File: config.mk
export PLATFORM = sky130hd
export DESIGN_NAME = fifo_ready_queue_with_removal_core
export DESIGN_NICKNAME = d
export VERILOG_FILES = /design/src/rtl/frq_pkg.sv /design/src/rtl/fifo_ready_queue_with_removal_core.sv
export SDC_FILE = /design/constraint.sdc
export NUM_CORES = 1
export LEC_CHECK = 0
export BUFFER_PORTS_ARGS = -buffer_cell sky130_fd_sc_hd__buf_4
export CAP_MARGIN = 40
export CELL_PAD_IN_SITES_DETAIL_PLACEMENT = 0
export CELL_PAD_IN_SITES_GLOBAL_PLACEMENT = 1
export CORE_MARGIN = 8
export CORE_UTILIZATION = 40
export DETAILED_ROUTE_END_ITERATION = 12
export PLACE_DENSITY = 0.69
export SLEW_MARGIN = 40
export SYNTH_ARGS = -nofsm -noshare
export SYNTH_HDL_FRONTEND = slang
export SYNTH_SLANG_ARGS = --single-unit
File: constraint.sdc
create_clock -name i_clk -period 5.2 [get_ports i_clk]
set_input_delay 0.78 -clock i_clk [delete_from_list [all_inputs] [get_ports i_clk]]
set_output_delay 0.78 -clock i_clk [all_outputs]
set_load 0.005 [all_outputs]
File: src/rtl/frq_pkg.sv
// ----------------------------------------------------------------------------
// frq_pkg
// Shared types and defaults for the ready queue: operation and status codes
// and the default queue geometry.
// ----------------------------------------------------------------------------
package frq_pkg;

    localparam int QUEUE_DEPTH_DEF  = 16;
    localparam int HANDLE_WIDTH_DEF = 16;

    localparam int OP_W     = 2;
    localparam int STATUS_W = 2;

    typedef enum logic [OP_W-1:0] {
        OP_ADMIT  = 2'd0,
        OP_REMOVE = 2'd1,
        OP_POP    = 2'd2,
        OP_FLUSH  = 2'd3
    } t_op;

    typedef enum logic [STATUS_W-1:0] {
        ST_DONE  = 2'd0,
        ST_EMPTY = 2'd1,
        ST_FULL  = 2'd2
    } t_status;

endpackage

File: src/rtl/fifo_ready_queue_with_removal_core.sv
// ----------------------------------------------------------------------------
// fifo_ready_queue_with_removal_core
// Admit, pop, remove-by-value and flush on a queue of thread handles, kept as
// a circular buffer in one synchronous single-read, single-write memory.
// ----------------------------------------------------------------------------
// Admit, flush and a pop or remove on an empty queue answer from idle, with the result
// strobe in the cycle after start; other pops pass through the pop state. A remove
// scans from the head up to the match (or the end) and on a match moves the entries
// behind it one place toward the head; the memory read port paces this, one entry read
// per cycle. Busy is high while an operation is in flight; the next word is taken as
// early as the cycle its result strobe is high. Reset empties the queue, not the memory.
module fifo_ready_queue_with_removal_core #(
    parameter int QUEUE_DEPTH  = frq_pkg::QUEUE_DEPTH_DEF,
    parameter int HANDLE_WIDTH = frq_pkg::HANDLE_WIDTH_DEF
) (
    input  logic                                i_clk,
    input  logic                                i_rst_n,
    input  logic                                start,
    output logic                                busy,
    input  logic [frq_pkg::OP_W-1:0]            i_op,
    input  logic [HANDLE_WIDTH-1:0]             i_thread_handle,
    output logic                                o_valid,
    output logic [HANDLE_WIDTH-1:0]             o_popped_handle,
    output logic [frq_pkg::STATUS_W-1:0]        o_status,
    output logic [$clog2(QUEUE_DEPTH+1)-1:0]    o_queue_length
);
    import frq_pkg::*;

    localparam int AW = $clog2(QUEUE_DEPTH);
    localparam int CW = $clog2(QUEUE_DEPTH + 1);

    typedef enum logic [1:0] {
        S_IDLE,
        S_POP,
        S_SCAN,
        S_SHIFT
    } t_state;

    // Physical slot of the entry at a given distance from the head.
    function automatic logic [AW-1:0] slot(input logic [AW-1:0] head,
                                           input logic [CW-1:0] off);
        logic [CW:0] s;
        s = (CW+1)'(head) + (CW+1)'(off);
        if (s >= (CW+1)'(QUEUE_DEPTH)) begin
            s = s - (CW+1)'(QUEUE_DEPTH);
        end
        return s[AW-1:0];
    endfunction

    logic [HANDLE_WIDTH-1:0] r_mem [QUEUE_DEPTH];
    logic [HANDLE_WIDTH-1:0] r_rd_data;

    t_state                  r_state;
    logic [AW-1:0]           r_head;
    logic [CW-1:0]           r_count;
    logic [CW-1:0]           r_idx;
    logic [HANDLE_WIDTH-1:0] r_handle;

    logic                    r_valid;
    logic [HANDLE_WIDTH-1:0] r_popped;
    t_status                 r_status;
    logic [CW-1:0]           r_len;

    logic                    accept;
    t_op                     op_in;
    logic                    full;
    logic [CW:0]             idx_next;
    logic [CW:0]             rd_off;
    logic [AW-1:0]           rd_addr;
    logic                    wr_en;
    logic [AW-1:0]           wr_addr;
    logic [HANDLE_WIDTH-1:0] wr_data;

    assign busy     = (r_state != S_IDLE);
    assign accept   = start && !busy;
    assign op_in    = t_op'(i_op);
    assign full     = (r_count == CW'(QUEUE_DEPTH));
    assign idx_next = (CW+1)'(r_idx) + (CW+1)'(1);

    // The read runs one entry ahead of the entry being examined.
    always_comb begin
        case (r_state)
            S_SCAN:  rd_off = idx_next;
            S_SHIFT: rd_off = idx_next + (CW+1)'(1);
            default: rd_off = '0;
        endcase
        if (rd_off >= (CW+1)'(r_count)) begin
            rd_off = '0;
        end
        rd_addr = slot(r_head, rd_off[CW-1:0]);
    end

    always_comb begin
        wr_en   = 1'b0;
        wr_addr = slot(r_head, r_idx);
        wr_data = r_rd_data;
        if (r_state == S_IDLE) begin
            wr_en   = accept && (op_in == OP_ADMIT) && !full;
            wr_addr = slot(r_head, r_count);
            wr_data = i_thread_handle;
        end else if (r_state == S_SHIFT) begin
            wr_en = (idx_next < (CW+1)'(r_count));
        end
    end

    always_ff @(posedge i_clk) begin
        if (wr_en) begin
            r_mem[wr_addr] <= wr_data;
        end
        r_rd_data <= r_mem[rd_addr];
    end

    always_ff @(posedge i_clk) begin
        if (!i_rst_n) begin
            r_state <= S_IDLE;
            r_head  <= '0;
            r_count <= '0;
            r_idx   <= '0;
            r_valid <= 1'b0;
        end else begin
            r_valid <= 1'b0;
            case (r_state)
                S_IDLE: begin
                    if (accept) begin
                        r_handle <= i_thread_handle;
                        r_idx    <= '0;
                        r_popped <= '0;
                        case (op_in)
                            OP_ADMIT: begin
                                r_valid <= 1'b1;
                                if (full) begin
                                    r_status <= ST_FULL;
                                    r_len    <= r_count;
                                end else begin
                                    r_status <= ST_DONE;
                                    r_count  <= r_count + CW'(1);
                                    r_len    <= r_count + CW'(1);
                                end
                            end
                            OP_REMOVE, OP_POP: begin
                                if (r_count == '0) begin
                                    r_valid  <= 1'b1;
                                    r_status <= ST_EMPTY;
                                    r_len    <= r_count;
                                end else begin
                                    r_state <= (op_in == OP_POP) ? S_POP : S_SCAN;
                                end
                            end
                            default: begin
                                r_valid  <= 1'b1;
                                r_status <= ST_DONE;
                                r_head   <= '0;
                                r_count  <= '0;
                                r_len    <= '0;
                            end
                        endcase
                    end
                end
                S_POP: begin
                    r_valid  <= 1'b1;
                    r_popped <= r_rd_data;
                    r_status <= ST_DONE;
                    r_head   <= slot(r_head, CW'(1));
                    r_count  <= r_count - CW'(1);
                    r_len    <= r_count - CW'(1);
                    r_state  <= S_IDLE;
                end
                S_SCAN: begin
                    if (r_rd_data == r_handle) begin
                        r_state <= S_SHIFT;
                    end else if (idx_next >= (CW+1)'(r_count)) begin
                        r_valid  <= 1'b1;
                        r_status <= ST_EMPTY;
                        r_len    <= r_count;
                        r_state  <= S_IDLE;
                    end else begin
                        r_idx <= idx_next[CW-1:0];
                    end
                end
                S_SHIFT: begin
                    // Entries behind the match move one place toward the head.
                    if (idx_next < (CW+1)'(r_count)) begin
                        r_idx <= idx_next[CW-1:0];
                    end else begin
                        r_valid  <= 1'b1;
                        r_status <= ST_DONE;
                        r_count  <= r_count - CW'(1);
                        r_len    <= r_count - CW'(1);
                        r_state  <= S_IDLE;
                    end
                end
                default: begin
                    r_state <= S_IDLE;
                end
            endcase
        end
    end

    assign o_valid         = r_valid;
    assign o_popped_handle = r_popped;
    assign o_status        = r_status;
    assign o_queue_length  = r_len;

endmodule
---- Yosys cells after proc, flatten, opt, wreduce, memory -nomap -nowiden ----
Memories as Yosys holds them, arrays and structs flattened. A register that Yosys moved wholly into a read port is not among the register bits.
Cells that the tools add are included.
operators by class
  $add $sub $neg .......................... 12
  multipliers ............................. 0
  div/mod/pow operators ................... 0
  magnitude comparators ................... 7
  eq/ne operators ......................... 19
  shift-type cells ........................ 0
  multiplexer cells ....................... 55
  bitwise gates (word level) .............. 0
  reductions and logical operators ........ 21
operator list
  kind                   number
  $mux W5                12
  $mux W16               2
  $pmux W16 S2           1
  $pmux W5 S3            2
  $mux W4                7
  $mux W2                12
  $pmux W5 S2            2
  $pmux W5 S4            1
  $add A4 B5 Y6          3
  $ge A6 B5 Y1 const B   3
  $eq A16 B16 Y1         1
  $ne A2 B2 Y1 const B   8
  $pmux W2 S4            2
  $sub A4 B1 Y4 const B  4
  $ge A6 B5 Y1           2
  $pmux W6 S2            1
  $mux W1                10
  $reduce_and A5 Y1      2
  $reduce_and A3 Y1      3
  $pmux W4 S2            1
  $add A5 B1 Y6 const B  1
  $add A6 B1 Y6 const B  1
  $eq A2 B2 Y1 const B   3
  $lt A6 B5 Y1           1
  other kinds (20)       29
storage, ports and cells
  bits in registers ....................... 56
  bits in latches ......................... 0
  RAM bits ................................ 256
  memory bits (read-only) ................. 0
  input port bits ......................... 21
  output and inout bits ................... 25
  word-level logic and storage cells ...... 124
  memories kept ........................... 1
memory list
  name   depth  bits a word  read ports  clocked after memory_dff  write ports  line                                      RTL
  r_mem  16     16           1           1                         1            fifo_ready_queue_with_removal_core.sv:50  logic [HANDLE_WIDTH-1:0] r_mem [QUEUE_DEPTH];

---- Depth between registers and ports, before layout ----
  word-level depth ........................ 8
  depth in mapped cells ................... 19
  depth with buffers taken out ............ 18

---- Least setup slack after synthesis ----
No wires, ideal clock.
  path kind ............................... register to register
  start point ............................. register r_idx[0]
  end point ............................... register r_rd_data[3], read port of r_mem
  library setup time ...................... 130 ps
  data arrival time ....................... 4157 ps
  required time ........................... 5070 ps
  path slack .............................. 912 ps
  cell stages (with the launch flop) ...... 19
  path buffers ............................ 2
  period minus slack after synthesis ...... 4288 ps
  cells stage by stage .................... dfxtp_1 > inv_1 > ha_1 > or3b_4 > o21ai_2 > xnor2_1 > nor2_1 > ha_1 > o211ai_1 > o21a_1 > o21ai_0 > nor2_1 > ha_1 > fa_1 > clkbuf_1 > clkbuf_1 > mux4_2 > mux2i_1 > mux2i_1
between the ends
  longest elaborated chain between the ends .. 8
  elaborated cells between the ends (all ways) .. 9
  those cells by class .................... add/sub (4); order compare (2); mux (3)
RTL lines
  item                                                  line                                                                                RTL
  start, declared                                       fifo_ready_queue_with_removal_core.sv:56                                            logic [CW-1:0] r_idx;
  start signal, assigned                                fifo_ready_queue_with_removal_core.sv:177                                           r_idx <= idx_next[CW-1:0];
  start signal, assigned                                fifo_ready_queue_with_removal_core.sv:183                                           r_idx <= idx_next[CW-1:0];
  $add A5 B1 Y6 (*)                                     fifo_ready_queue_with_removal_core.sv:78                                            assign idx_next = (CW+1)'(r_idx) + (CW+1)'(1);
  $add A6 B1 Y6                                         fifo_ready_queue_with_removal_core.sv:84                                            S_SHIFT: rd_off = idx_next + (CW+1)'(1);
  $pmux W6 S2 (*)                                       fifo_ready_queue_with_removal_core.sv:82                                            case (r_state)
  $ge A6 B5 Y1                                          fifo_ready_queue_with_removal_core.sv:87                                            if (rd_off >= (CW+1)'(r_count)) begin
  $mux W5 (*)                                           fifo_ready_queue_with_removal_core.sv:87
  $add A4 B5 Y6 (*)                                     fifo_ready_queue_with_removal_core.sv:43                                            s = (CW+1)'(head) + (CW+1)'(off);
  $ge A6 B5 Y1 / $sub A4 B1 Y4 (equally long branches)  fifo_ready_queue_with_removal_core.sv:44, fifo_ready_queue_with_removal_core.sv:45
  $mux W4 (*)                                           fifo_ready_queue_with_removal_core.sv:44                                            if (s >= (CW+1)'(QUEUE_DEPTH)) begin
  end, declared                                         fifo_ready_queue_with_removal_core.sv:51                                            logic [HANDLE_WIDTH-1:0] r_rd_data;
Mark *: on every way between the ends. The rest lies on a longest branch, timed or not.
A chain may end at the register's enable or synchronous reset.

---- Worst setup path after layout ----
  start point ............................. register r_idx[0]
  end point ............................... register r_rd_data[14], read port of r_mem
Same word-level chain as after synthesis.

==> flow_metrics.env <==
export IMPL_fmax_mhz=207
export IMPL_fin_tns_setup_ns=0
export IMPL_cts_hold_buf=0
export IMPL_cts_sinks=328
export IMPL_drtIter0Drc=497
export IMPL_hold_depth=1
export IMPL_synthTopCellsByArea="edfxtp_1, mux4_2, dfxtp_1"
export IMPL_critPathRequiredTime_ns=5.59
export IMPL_core_area_sq_um=34200
export IMPL_drt_total_wl_um=32600
export IMPL_syn_area_sq_um=13800
export IMPL_dieWidth_um=201
export IMPL_syn_inst=823
export IMPL_clkTransAtPathRegs_ns=0.06
export IMPL_portBuffers=45
export IMPL_grt_antenna_before_repair=1
export IMPL_cp_max_fo=15
export IMPL_worstPathArrival_ns=5.23
export IMPL_start_util_pct=40.2
export IMPL_synth_edf_count=295
export IMPL_peakVddDrop_v=0.000339
export IMPL_fin_crit_ns=4.83
export IMPL_grt_usage_pct=16.0
export IMPL_end_kind="flip-flop"
export IMPL_globalRouteOverflowTotal=0
export IMPL_p_per_area_nw_per_um2=403
export IMPL_ioPinCount=46
export IMPL_reg2reg_from="r_idx[0]"
export IMPL_async_flop_share_pct=0
export IMPL_cts_buffer_depth=3
export IMPL_place_hpwl_um=20900
export IMPL_gp_congestion=0.842
export IMPL_maxCapViolations=0
export IMPL_hold_slack_ns=0.433
export IMPL_post_cts_resized=0
export IMPL_rr_worst_depth=17
export IMPL_htree_num_levels=2
export IMPL_ys_flop_type="edfxtp_1"
export IMPL_worst_pin_slew_ns=0.707
export IMPL_cts_setup_buffers=0
export IMPL_avgSynthCellArea_sq_um=16.7
export IMPL_synthTopCellsByCount="edfxtp_1, nand2_1, mux4_2"
export IMPL_rsz0062_at_grt="false"
export IMPL_post_place_ws_ns=0.366
export IMPL_synth_most_common_cell="edfxtp_1"
export IMPL_min_period_over_period_pct=93.0
export IMPL_power_leakage_nw=5.66
export IMPL_grt_max_degree=33
export IMPL_n_fill_cell=2982
export IMPL_clockRootBuffer="clkbuf_16"
export IMPL_syn2layout_area_growth_pct=17.7
export IMPL_synth_top_area_share_pct=64.4
export IMPL_holdPathEnd="r_handle[13]"
export IMPL_timing_final_hold_violations=0
export IMPL_final_nets=953
export IMPL_setup_viol=0
export IMPL_avgViaCountPerCell=5.44
export IMPL_syn_num_nets=871
export IMPL_drive_gt1_share_pct=24.5
export IMPL_insertion_delay_ns=0.53
export IMPL_min_from="i_thread_handle[13]"
export IMPL_drc=0
export IMPL_num_antenna_cells=0
export IMPL_route_vias_total=7541
export IMPL_r2r_slack_ns=0.37
export IMPL_report_final_slew_viol_count=0
export IMPL_synth_seq_cells=328
export IMPL_hold_path_class="in -> reg"
export IMPL_rows=68
export IMPL_worst_setup_path_type="reg -> reg"
export IMPL_synth_distinct_cells=53
export IMPL_layout_setup_ws_ns=0.366
export IMPL_dieArea_sq_um=40600
export IMPL_die_h_um=201
export IMPL_multi_input_area_sq_um=4090
export IMPL_slew_limit_headroom_pct=52.8
export IMPL_regToRegEndpoint="r_rd_data[14]"
export IMPL_synth_top_cell_by_area="edfxtp_1"
export IMPL_cts_tree="done"
export IMPL_status="finished clean"
export IMPL_yosysWarnings=0
export IMPL_regArea_sq_um=9520
export IMPL_critPathLaunchType="flip-flop"
export IMPL_wl_per_cell_um=23.5
export IMPL_final_antenna_net_count=0
export IMPL_grt_pass1_vias=7570
export IMPL_synth_seq_area_share_pct=69.2
export IMPL_grt_pass1_wl_um=49200
export IMPL_finClkSkew_ns=0.0137
export IMPL_numCtsBuffers=36
export IMPL_dr_pass1_iters=5
-- layer usage --
| metal | routed length (um) | vias up | part of all wire [%] | global-route usage [%] |
|---|---|---|---|---|
| met3 | 2040 | 46 | 6.2 | 2.54 |
| li1 | - | 3361 | - | - |
| met1 | 14600 | 3876 | 45 | 22.4 |
| met2 | 15500 | 258 | 47 | 26.0 |
| met5 | 0 | - | 0 | 0 |
| met4 | 554 | 0 | 1.7 | 3.47 |
-- critical path, stage by stage, from the launching register on --
cell and delay (ns):
dfxtp_1 0.47, inv_1 0.15, ha_1 0.37, or3b_4 0.40, o21ai_2 0.14, xnor2_1 0.16, nor2_1 0.07, ha_1 0.27
o211ai_1 0.08, o21a_1 0.22, o21ai_0 0.18, nor2_1 0.14, ha_4 0.18, fa_2 0.91, buf_4 0.36, mux4_2 0.34
mux2i_1 0.18, mux2i_1 0.09
-- worst max path at each step --
stage	slack (ns)	end	cells after the start	startpoint
after global routing	0.07	r_rd_data[2]	17	r_idx[0]
after CTS	0.34	r_rd_data[14]	17	r_idx[0]
after global placement	0.47	r_rd_data[2]	17	r_idx[0]
after detailed placement	0.37	r_rd_data[2]	17	r_idx[0]
final	0.37	r_rd_data[14]	17	r_idx[0]
after floorplan	0.91	r_rd_data[3]	18	r_idx[0]
-- state kept, by name, indices dropped and copies added, names as in the netlist --
| register | cells |
|---|---|
| r_count | 5 |
| o_popped_handle | 16 |
| r_idx | 5 |
| r_handle | 16 |
| o_queue_length | 5 |
| r_head | 4 |
| r_rd_data | 16 |
| o_valid | 1 |
| r_state | 2 |
| r_mem | 256 |
| o_status | 2 |
-- power breakdown --
group / total, mW / internal (mW) / switching (mW)
combinational: 0.765 / 0.257 / 0.508
sequential: 3.18 / 3.13 / 0.0501
clock: 2.58 / 1.56 / 1.02
-- layout by cell type, fill, tap and decap left out, types with 4 or more instances in the layout --
| cell | instances |
|---|---|
| and3_1 | 19 |
| clkbuf_1 | 8 |
| nor2b_1 | 5 |
| mux4_2 | 64 |
| dfxtp_1 | 33 |
| nor2_1 | 16 |
| nand2b_1 | 5 |
| clkinv_2 | 5 |
| nand4_1 | 9 |
| mux2i_1 | 52 |
| o21ai_0 | 17 |
| nand2_1 | 83 |
| clkinv_1 | 6 |
| buf_4 | 70 |
| ha_1 | 24 |
| nor2_2 | 17 |
| clkbuf_16 | 37 |
| xor2_1 | 5 |
| edfxtp_1 | 295 |
| inv_1 | 20 |
| bufinv_16 | 4 |
| and2_1 | 4 |
| buf_12 | 9 |
| nand3_1 | 17 |
| xnor2_1 | 27 |
| a21oi_1 | 20 |
-- cell families after synthesis --
family	share of synthesized area, %
DFF	69.2
and+or+nand+nor	6.55
muxes	14.3
AOI/OAI and AO/OA	3.38
buffers and inverters	1.72
xor gates and xnor gates	2.30
adders and majority gates	2.57
-- metrics by stage --
step	util [%]	instance area, sq um	power, mW	cells
6_report	47.3	16200	6.52	1387
5_1_grt	47.3	16200	6.75	1387
4_1_cts	47.3	16200	6.57	1387
3_5_place_dp	43.8	15000	4.00	1322
3_3_place_gp	43.7	14900	3.98	1320
2_1_floorplan	-	13800	3.68	823
-- final cells by class --
cell class	count	share of cell area (%)
Tap cell	455	3.52
Timing Repair Buffer	81	4.54
Sequential cell	328	58.8
Clock buffer	48	6.16
Multi-Input combinational cell	438	25.2
Inverter	20	0.464
Clock inverter	17	1.28
(Power assumes the default switching activity.)
